$ cat src/rtl/core/sip_pkg.sv
`timescale 1ns / 1ps
package sip_pkg;

  localparam int LON_W   = 29;            // longitude field width
  localparam int LAT_W   = 28;            // latitude field width
  localparam int NDIF_W  = LON_W + 1;     // longitude difference
  localparam int ADIF_W  = LAT_W + 1;     // latitude difference
  localparam int PROD_W  = NDIF_W + ADIF_W;
  localparam int CROSS_W = PROD_W + 1;    // D, Qx, Qy
  localparam int MAG_W   = CROSS_W;       // magnitudes of the cross terms
  localparam int STEP_N  = NDIF_W;        // quotient bits of the offset division

  localparam int SIP_QUEUE_DEPTH = 4;

  // One classified segment pair, handed from the front part to the back part.
  typedef struct packed {
    logic                    hit;
    logic signed [LON_W-1:0] base_lon;
    logic signed [LAT_W-1:0] base_lat;
    logic                    lon_neg;
    logic                    lat_neg;
    logic [STEP_N-1:0]       lon_mag;
    logic [STEP_N-1:0]       lat_mag;
    logic [MAG_W-1:0]        qx;
    logic [MAG_W-1:0]        d;
  } sip_job_t;

  // Partial remainder and quotient of one multiply-divide lane.
  typedef struct packed {
    logic [MAG_W-1:0]  r;
    logic [STEP_N-1:0] q;
  } sip_lane_t;

  typedef struct packed {
    sip_job_t  job;
    sip_lane_t lon;
    sip_lane_t lat;
  } sip_stage_t;

endpackage

$ cat src/rtl/core/sip_queue.sv
`timescale 1ns / 1ps
module sip_queue import sip_pkg::*; #(
  parameter int Depth = SIP_QUEUE_DEPTH
) (
  input  logic     clk,
  input  logic     rst,
  input  logic     push,
  input  sip_job_t push_data,
  output logic     full,
  input  logic     pop,
  output logic     empty,
  output sip_job_t pop_data
);

  localparam int PTR_W = (Depth > 1) ? $clog2(Depth) : 1;
  localparam int CNT_W = $clog2(Depth + 1);

  sip_job_t slots [Depth];
  logic [PTR_W-1:0] wr_ptr, rd_ptr;
  logic [CNT_W-1:0] count;
  logic do_push, do_pop;

  assign full     = (count == CNT_W'(Depth));
  assign empty    = (count == '0);
  assign do_push  = push && !full;
  assign do_pop   = pop && !empty;
  assign pop_data = slots[rd_ptr];

  always_ff @(posedge clk) begin
    if (rst) begin
      wr_ptr <= '0;
      rd_ptr <= '0;
      count  <= '0;
    end else begin
      if (do_push) begin
        wr_ptr <= (wr_ptr == PTR_W'(Depth - 1)) ? '0 : wr_ptr + 1'b1;
      end
      if (do_pop) begin
        rd_ptr <= (rd_ptr == PTR_W'(Depth - 1)) ? '0 : rd_ptr + 1'b1;
      end
      if (do_push && !do_pop) begin
        count <= count + 1'b1;
      end else if (do_pop && !do_push) begin
        count <= count - 1'b1;
      end
    end
  end

  always_ff @(posedge clk) begin
    if (do_push) begin
      slots[wr_ptr] <= push_data;
    end
  end

endmodule

$ cat config.mk
export PLATFORM = sky130hd
export DESIGN_NAME = sip_queue
export DESIGN_NICKNAME = d
export VERILOG_FILES = /design/src/rtl/core/sip_pkg.sv /design/src/rtl/core/sip_queue.sv
export SDC_FILE = /design/constraint.sdc
export NUM_CORES = 1
export LEC_CHECK = 0
export ABC_CLOCK_PERIOD_IN_PS = 6400
export BUFFER_PORTS_ARGS = -buffer_cell sky130_fd_sc_hd__buf_2
export CORE_ASPECT_RATIO = 0.8
export CORE_MARGIN = 10
export CORE_UTILIZATION = 51
export DETAILED_ROUTE_END_ITERATION = 10
export GPL_ROUTABILITY_DRIVEN = 0
export PLACE_DENSITY_LB_ADDON = 0.3
export SETUP_SLACK_MARGIN = 0.4
export SYNTH_ARGS = -nofsm -noshare
export SYNTH_HDL_FRONTEND = slang
export SYNTH_SLANG_ARGS = --single-unit
$ cat constraint.sdc
create_clock -name clk -period 6.4 [get_ports clk]
set_input_delay 0 -clock clk [delete_from_list [all_inputs] [get_ports clk]]
set_output_delay 0 -clock clk [all_outputs]
set_load 0.01 [all_outputs]
==> run_results.csv, run 1 <==
group,metric,value,unit
grt,grt_pass1_vias,18100,
route,wl_per_cell,24.5,um
power,powerDensity,380,nW/um^2
placed_design,port_buffers,485,
yosys,ys_ff_latch,969,
yosys,synth_top_area_frac,0.821,
sta,finalSetupViolations,0,
worst_setup_path,endpoint_kind,"primary output",
clock_network,clk_pin_slew_worst_paths,0.06,ns
route,wl_met1,29000,um
route,drt-total-wl,75300,um
min_path,hp-class,"in -> reg",
clock_network,cts_buffer_depth,3,
die,io_pins,486,
sta,worst_pin_slew,1.06,ns
yosys,yosysTopAreaCell,"edfxtp_1",
yosys,synth_area_leaders,"edfxtp_1 (82%), mux4_2 (15%), buf_6 (0.74%), dfxtp_1 (0.51%), buf_2 (0.37%)",
worst_setup_path,crit_required,6.40,ns
clock_network,clock_latency,0.63,ns
die,coreArea,67700,um^2
worst_setup_path,arrival,3.18,ns
grt,grt_pass1_wl,113000,um
route,routed.top_layer,"met5",
cells_and_area,layout-drive-gt1-share,0.405,
clock_network,clkSinkCount,969,
sta,max_freq,314,MHz
power,p_total,16.8,mW
route,met3_length,6230,um
die,die_h,255,um
sta,final-hold-violation-count,0,
clock_network,cts-resized-gates,0,
yosys,avgSynthCellArea,26.9,um^2
worst_setup_path,crit_path_top_delay_cell,"dfxtp_4",
yosys,synth.cell_area,35100,um^2
route,vias_per_cell,5.47,
power,power_leakage,14.8,nW
sta,period_share,0.497,
sta,rsz0062_at_grt,"false",
yosys,synth-async-reset-ratio,0,
status,status,"complete, no violations",
route,vias,16800,
clock_network,cts_buffers,93,
route,ant_nets,0,
cells_and_area,area_growth,25.5,%
sta,clock_skew,0.0290,ns
worst_setup_path,crit_fanout,107,
yosys,synth_cells,1304,
route,route.detailed.drc,0,
yosys,ys_seq_area_frac,0.826,
die,fp-row-count,85,
sta,worst_slack,3.22,ns
sta,fin_setup_tns,0,ns
yosys,synth-edff-count,960,
sta,drv_slew,0,
yosys,yosys-top-cells-count,"edfxtp_1 (960), mux4_2 (240), buf_2 (26)",
placed_design,pre_cts_ws,3.66,ns
grt,antenna_found_initial,15,
route,drt_iter0_markers,1356,
placed_design,hpwl,44600,um
yosys,ys.flop_type,"edfxtp_1",
power,ir_worst_vdd,0.000263,V
die,die_x,313,um
yosys,synth_most_common_cell,"edfxtp_1",
clock_network,cts_root_buf,"clkbuf_16",
sta,fin_crit,3.18,ns
worst_setup_path,crit_type,"reg -> out",
route,first_pass_iters,5,
worst_setup_path,critical_path.cell_chain,"buf_12, mux4_2, buf_2",
sta,holdWs,0.121,ns
route,wl_met2,38600,um
grt,grt_usage,0.186,
cells_and_area,nets,2335,
grt,grt.overflow.total,0,
yosys,synth_nets,1555,
flow_run,drv_cap,0,
sta,relSlewSlack,0.291,
die,start_util,0.518,
clock_network,cts_tree,"done",
grt,grt_max_degree,133,
worst_setup_path,critPathMaxStageDelay,0.86,ns
yosys,ys_warn_count,0,
clock_network,htree_levels,3,
worst_setup_path,start_kind,"flop",
yosys,ys_types,22,
die,die_area,79800,um^2
metal layers:
metal | up-vias | GRT usage
li1 | 7257 | -
met1 | 8815 | 0.244
met2 | 652 | 0.305
met3 | 112 | 0.0512
met4 | 8 | 0.0523
met5 | - | 0
power breakdown:
part	internal [mW]	switching, mW
registers	7.68	0.210
logic	1.59	1.83
clock network	3.18	2.26
sequential cells by signal, summed over array words and instances (netlist names), named ones only:
name,count
slots,960
count,3
wr_ptr,2
rd_ptr,2
stage by stage:
| step | area [um^2] | util | instances |
|---|---|---|---|
| final | 44100 | 0.650 | 3078 |
| after global routing | 44000 | 0.650 | 3075 |
| after CTS | 44000 | 0.650 | 3068 |
| after detailed placement | 38500 | 0.569 | 2658 |
| after global placement | 38500 | 0.569 | 2658 |
| after floorplan | 35100 | - | 1304 |
area by class of cell:
type                       instances  area [um^2]
tap                              913         1140
fill                            4317        23700
antenna                           10         25.0
clock buffer                     111         2440
clock inverter                    55          632
sequential                       969        29000
timing repair buffer             741         5100
inverter                           5         20.0
multi-input combinational        274         5680
kinds of logic (layout without fill, tap and decap cells):
kind of cell    after synthesis  count (layout)  share of synthesized area
buf+inv                      61             912                     0.0124
compound gates                7               7                    0.00114
other cells                   0              10                          0
simple gates                 16              16                    0.00242
fa+ha+maj                     7               7                    0.00271
flops                       969             969                      0.826
mux                         242             242                      0.155
xor+xnor                      2               2                   0.000499
cell usage in the layout (no fill, tap or decap), types with 10 or more instances in the layout:
cell | Yosys | routed
buf_12 | 0 | 11
buf_2 | 26 | 485
bufinv_16 | 0 | 11
clkbuf_1 | 7 | 16
clkbuf_16 | 0 | 95
clkinv_1 | 0 | 21
clkinv_2 | 1 | 11
diode_2 | 0 | 10
dlygate4sd3_1 | 0 | 244
edfxtp_1 | 960 | 960
mux4_2 | 240 | 240
worst max-delay path: cells and delay by family, from the launching register on:
kind                   cells  cell delay [ns]
muxes                      1             0.64
buffers and inverters      2             0.77
DFF                        1             0.86
worst paths after layout:
kind,startpoint,to,slack (ns),depth (start not counted)
max,flop,pop_data[93],3.22,3
max reg2reg,count[0]$_SDFFE_PP0P_,slots[1][34]$_DFFE_PP_,3.63,3
min,push_data[15],slots[1][15]$_DFFE_PP_,0.12,2
min reg2reg,rd_ptr[1]$_SDFFE_PP0P_,rd_ptr[1]$_SDFFE_PP0P_,0.57,2
what timing repair did:
item,CTS,global route
setup buffers,0,0
hold buffers,244,0
hold endpoints to repair,969,0
(Power assumes the default switching activity.)
==> run 2: changes to the inputs <==
ABC_CLOCK_PERIOD_IN_PS = 3150   (was 6400)
CORE_UTILIZATION = 57   (was 51)
clock period = 3.15 ns   (was 6.4 ns; I/O delays follow)
==> run 2 against run 1 <==
  * Combinational power is 110% higher
  * Largest power group unchanged
  * Via count is 2.6% higher
  * Critical path type unchanged
  * Die area is 9.8% lower
==> run_results.csv, run 2 (synthesis results as in run 1) <==
group,metric,value,unit
status,status,"complete, no violations",
power,power_leakage,14.9,nW
worst_setup_path,crit_path_top_delay_cell,"mux4_2",
sta,holdWs,0.112,ns
worst_setup_path,cp.buffers_inverters,3,
min_path,hp-class,"in -> reg",
route,first_pass_iters,5,
sta,worst_slack,0.621,ns
die,coreArea,61000,um^2
route,vias,17300,
grt,grt_pass1_vias,18800,
clock_network,clkSinkCount,969,
worst_setup_path,arrival,2.53,ns
worst_setup_path,path_delay_family,"buffers and inverters",
clock_network,cts_root_buf,"clkbuf_16",
clock_network,postCtsSetupBuffers,0,
worst_setup_path,crit_fanout,20,
sta,relSlewSlack,0.526,
worst_setup_path,reg2reg_from,"count[2]$_SDFFE_PP0P_",
clock_network,htree_levels,3,
cells_and_area,reg_top3,"slots (960), count (3)",
grt,grt_usage,0.225,
route,vias_per_cell,5.71,
flow_run,drv_cap,0,
sta,max_freq,395,MHz
worst_setup_path,crit_type,"reg -> out",
sta,final-hold-violation-count,0,
clock_network,clk_pin_slew_worst_paths,0.07,ns
worst_setup_path,r2r_slack,0.80,ns
cells_and_area,layout-drive-gt1-share,0.416,
placed_design,dp_cells,2611,
sta,clock_skew,0.0249,ns
sta,fin_setup_tns,0,ns
clock_network,cts-resized-gates,0,
sta,period_share,0.803,
placed_design,hpwl,46800,um
cells_and_area,area_growth,25.9,%
sta,drv_slew,0,
worst_setup_path,critPathMaxStageDelay,0.60,ns
sta,fin_crit,2.53,ns
cells_and_area,nets,2366,
power,powerDensity,768,nW/um^2
route,ant_nets,0,
worst_setup_path,endpoint_kind,"primary output",
clock_network,cts_tree,"done",
grt,grt_max_degree,90,
route,route.detailed.drc,0,
grt,antenna_found_initial,9,
route,drt_iter0_markers,1386,
placed_design,pre_cts_ws,0.826,ns
clock_network,cts_buffers,89,
die,start_util,0.575,
power,p_total,33.9,mW
cells_and_area,final_common_cell,"edfxtp_1",
power,ir_worst_vdd,0.000648,V
placed_design,port_buffers,485,
grt,grt_pass1_wl,122000,um
sta,worst_pin_slew,0.711,ns
cells_and_area,layout_common_cells,"edfxtp_1 (960), buf_2 (485), dlygate4sd3_1 (243), mux4_2 (240), clkbuf_16 (90)",
clock_network,cts_buffer_depth,3,
sta,rsz0062_at_grt,"false",
clock_network,clock_latency,0.63,ns
sta,finalSetupViolations,0,
cells_and_area,regMostFlops,"slots",
grt,grt.overflow.total,0,
cells_and_area,fill_cells,3373,
route,wl_per_cell,26.7,um
die,die_area,72000,um^2
die,die_x,297,um
cells_and_area,largest_reg_flops,960,
die,fp-row-count,81,
worst_setup_path,critical_path.cell_chain,"buf_12, buf_4, mux4_2, buf_2",
worst_setup_path,timing.rr.end,"count[2]$_SDFFE_PP0P_",
worst_setup_path,worst_r2r_path_depth,9,
die,io_pins,486,
worst_setup_path,start_kind,"flop",
worst_setup_path,crit_end,"pop_data[7]",
cells_and_area,fin_cells,3028,
worst_setup_path,crit_required,3.15,ns
die,die_h,242,um
worst_setup_path,cp.depth,4,
route,drt-total-wl,80800,um
-- run 2: cell count changes in the layout (fill, tap and decap cells not counted), moves of 5 or more --
cell / change
buf_4: +23
buf_12: +13
clkinv_2: +8
clkbuf_1: +5
clkbuf_16: -5
clkinv_1: -5
-- run 2: worst min path at each step --
| stage | slack [ns] | depth (start not counted) | end | start |
|---|---|---|---|---|
| after floorplan | 0.1 | 0 | slots[0][0]$_DFFE_PP_ | push_data[0] |
| after global placement | 0.21 | 1 | slots[0][153]$_DFFE_PP_ | push_data[153] |
| after detailed placement | 0.21 | 1 | slots[1][113]$_DFFE_PP_ | push_data[113] |
| after CTS | 0.07 | 2 | slots[0][118]$_DFFE_PP_ | push_data[118] |
| after global routing | 0.11 | 2 | slots[1][50]$_DFFE_PP_ | push_data[50] |
| final | 0.11 | 2 | slots[1][7]$_DFFE_PP_ | push_data[7] |
-- run 2: routing by layer --
layer | wire [um] | vias to the layer above | global-route usage | share of wire
met5 | 27 | - | 0 | 0.00033
met4 | 2250 | 4 | 0.0699 | 0.028
met3 | 6290 | 140 | 0.0569 | 0.078
met2 | 42900 | 761 | 0.384 | 0.53
met1 | 29300 | 9050 | 0.282 | 0.36
li1 | - | 7322 | - | -
-- run 2: what timing repair did --
item                                    4_1_cts  5_1_grt
endpoints found under the setup margin        0        0
hold buffers                                243        0
endpoints found under the hold margin       975        0
-- run 2: final cells by class --
cell class | instances | area, um^2 | area share
Multi-Input combinational cell | 274 | 5680 | 0.129
Tap cell | 830 | 1040 | 0.0235
Timing Repair Buffer | 776 | 5520 | 0.125
Inverter | 5 | 20.0 | 0.000453
Sequential cell | 969 | 29000 | 0.657
Antenna cell | 10 | 25.0 | 0.000566
Clock inverter | 53 | 551 | 0.0125
Clock buffer | 111 | 2330 | 0.0527
-- run 2: power breakdown --
group	internal [mW]	total, mW	switching, mW
logic	3.39	7.35	3.96
registers	15.6	16.0	0.383
clock network	6.03	10.6	4.58
total	25.0	33.9	8.93
-- run 2: worst register-to-register path, cell delays in order (launching register included) --
cell and delay (ns):
dfxtp_2 0.34, or3b_1 0.30, clkinv_2 0.12, nor2_1 0.19
ha_1 0.22, inv_1 0.07, fa_1 0.38, xor2_1 0.16
or3_1 0.31, a21oi_1 0.18
-- run 2: metrics by stage --
stage	utilization	area, um^2
after floorplan	-	35100
after global placement	0.637	38900
after detailed placement	0.637	38900
after CTS	0.724	44200
after global routing	0.724	44200
final	0.724	44200
==> run 3: changes to the inputs <==
ABC_CLOCK_PERIOD_IN_PS = 2200   (was 3150)
CORE_UTILIZATION = 51   (was 57)
clock period = 2.2 ns   (was 3.15 ns; I/O delays follow)
==> run 3 against run 2 <==
  * The run now ends with negative setup slack left
  * Largest power group unchanged
  * Register-to-register slack worse by 0.57 ns
  * Power increased by 54%
  * Clock-buffer cell count fell by 7
  * Combinational power up 88%
  * Clock power is 49% higher
  * First-iteration DRC count grew 30%
==> run_results.csv, run 3 (synthesis results as in run 1) <==
group,metric,value,unit
status,status,"finished with violations",
status,violations,"negative setup slack",
route,drt-total-wl,91200,um
sta,finalSetupViolations,14,
route,route.detailed.drc,0,
die,coreArea,67700,um^2
clock_network,htree_levels,3,
die,start_util,0.518,
worst_setup_path,crit_fanout,11,
sta,worst_pin_slew,0.466,ns
min_path,hp-class,"in -> reg",
cells_and_area,fill_cells,3867,
cells_and_area,final_common_cell,"edfxtp_1",
sta,period_share,1.01,
sta,clock_skew,0.0358,ns
die,die_area,79800,um^2
clock_network,cts_root_buf,"clkbuf_16",
power,ir_worst_vdd,0.00101,V
cells_and_area,nets,2481,
sta,max_freq,449,MHz
worst_setup_path,endpoint_kind,"primary output",
worst_setup_path,critPathMaxStageDelay,0.57,ns
worst_setup_path,worst_r2r_path_depth,8,
route,drt_iter0_markers,1796,
worst_setup_path,crit_required,2.20,ns
grt,antenna_found_initial,9,
clock_network,clock_latency,0.65,ns
worst_setup_path,crit_path_top_delay_cell,"mux4_2",
cells_and_area,layout-drive-gt1-share,0.449,
grt,grt_pass1_wl,127000,um
cells_and_area,reg_top3,"slots (960), count (3)",
worst_setup_path,timing.rr.end,"count[2]$_SDFFE_PP0P_",
die,io_pins,486,
die,die_x,313,um
grt,grt_usage,0.212,
worst_setup_path,cp.buffers_inverters,3,
cells_and_area,layout_common_cells,"edfxtp_1 (960), buf_2 (366), dlygate4sd3_1 (243), mux4_2 (240), buf_6 (136)",
grt,grt_pass1_vias,19100,
clock_network,cts_buffers,90,
worst_setup_path,cp.depth,4,
sta,final-hold-violation-count,0,
sta,fin_crit,2.23,ns
clock_network,clk_pin_slew_worst_paths,0.07,ns
sta,relSlewSlack,0.689,
power,powerDensity,1110,nW/um^2
route,vias_per_cell,5.64,
route,vias,18200,
worst_setup_path,reg2reg_from,"count[2]$_SDFFE_PP0P_",
placed_design,dp_cells,2727,
clock_network,clkSinkCount,969,
worst_setup_path,start_kind,"flop",
worst_setup_path,arrival,2.23,ns
worst_setup_path,crit_end,"pop_data[217]",
placed_design,place_area,39300,um^2
flow_run,drv_cap,0,
sta,worst_slack,-0.0272,ns
grt,grt_max_degree,49,
cells_and_area,regMostFlops,"slots",
cells_and_area,area_growth,34.9,%
route,ant_nets,0,
die,fp-row-count,85,
cells_and_area,largest_reg_flops,960,
placed_design,port_buffers,485,
sta,drv_slew,0,
route,first_pass_iters,5,
die,die_h,255,um
clock_network,cts_buffer_depth,3,
cells_and_area,fin_area,47300,um^2
grt,grt.overflow.total,0,
worst_setup_path,crit_type,"reg -> out",
route,wl_per_cell,28.3,um
worst_setup_path,r2r_slack,0.23,ns
worst_setup_path,critical_path.cell_chain,"buf_16, buf_4, mux4_2, buf_2",
worst_setup_path,path_delay_family,"buffers and inverters",
cells_and_area,fin_cells,3224,
power,power_leakage,16.2,nW
placed_design,hpwl,50200,um
clock_network,cts_tree,"done",
sta,rsz0062_at_grt,"true",
## run 3: cell count changes in the layout (fill, tap and decap cells not counted), sizes merged
cell      before  now
clkbuf       111  117
diode         10    8
clkinvlp       4    5
bufbuf         0    1
buf          533  631
and3           4    6
bufinv         9   11
clkinv        40   45
## run 3: worst register-to-register path, cell delays in order, from the launching register on
cell     delay (ns)
dfxtp_2        0.32
buf_4          0.15
o31ai_4        0.25
ha_4           0.20
inv_2          0.04
fa_2           0.33
xor2_1         0.16
or3_1          0.32
a21oi_2        0.13
## run 3: how the worst min path moves through the flow
stage | from | slack, ns | depth (start not counted) | end
2_1_floorplan | push_data[0] | 0.1 | 0 | slots[0][0]$_DFFE_PP_
3_3_place_gp | push_data[239] | 0.21 | 1 | slots[0][239]$_DFFE_PP_
3_5_place_dp | push_data[59] | 0.22 | 1 | slots[0][59]$_DFFE_PP_
4_1_cts | push_data[14] | 0.06 | 2 | slots[0][14]$_DFFE_PP_
5_1_grt | push_data[100] | 0.09 | 2 | slots[1][100]$_DFFE_PP_
6_report | push_data[100] | 0.1 | 2 | slots[2][100]$_DFFE_PP_
## run 3: area by class of cell
cell class,instances,area [um^2],area share
sequential,969,29000,0.613
timing repair buffer,888,8380,0.177
multi-input combinational,276,5750,0.121
clock buffer,104,2330,0.0491
tap,913,1140,0.0241
clock inverter,61,681,0.0144
inverter,5,23.8,0.000502
antenna,8,20.0,0.000423
## run 3: power breakdown
group	switching, mW	internal, mW
registers	0.505	22.3
clock network	6.82	8.95
logic	6.64	7.14
total	14.0	38.4
## run 3: what timing repair did
| action | in CTS | in global routing |
|---|---|---|
| gates resized for setup | 145 | 76 |
| endpoints found under the setup margin | 998 | 989 |
| hold buffers | 243 | 0 |
| pin swaps | 6 | 1 |
| setup buffers | 36 | 7 |
| cloned | 23 | 15 |
| endpoints found under the hold margin | 969 | 0 |
## run 3: per-layer routing
layer	vias to the layer above	GRT usage	part of all wire
li1	7582	-	-
met1	9589	0.282	0.38
met2	901	0.349	0.52
met3	117	0.0561	0.086
met4	4	0.0530	0.018
met5	-	0	0.00024
## run 3: per-stage QoR
stage | setup TNS, ns | power (mW) | hold slack, ns | util | worst slack (ns)
after floorplan | -560.93 | 29.3 | 0.0989 | - | -0.584
after global placement | 0 | 33.6 | 0.208 | 0.581 | 0.143
after detailed placement | 0 | 33.8 | 0.215 | 0.581 | 0.0580
after CTS | -4.10 | 51.6 | 0.0557 | 0.686 | -0.0796
after global routing | -12.43 | 54.2 | 0.0860 | 0.699 | -0.128
final | -0.124 | 52.4 | 0.0975 | 0.699 | -0.0272
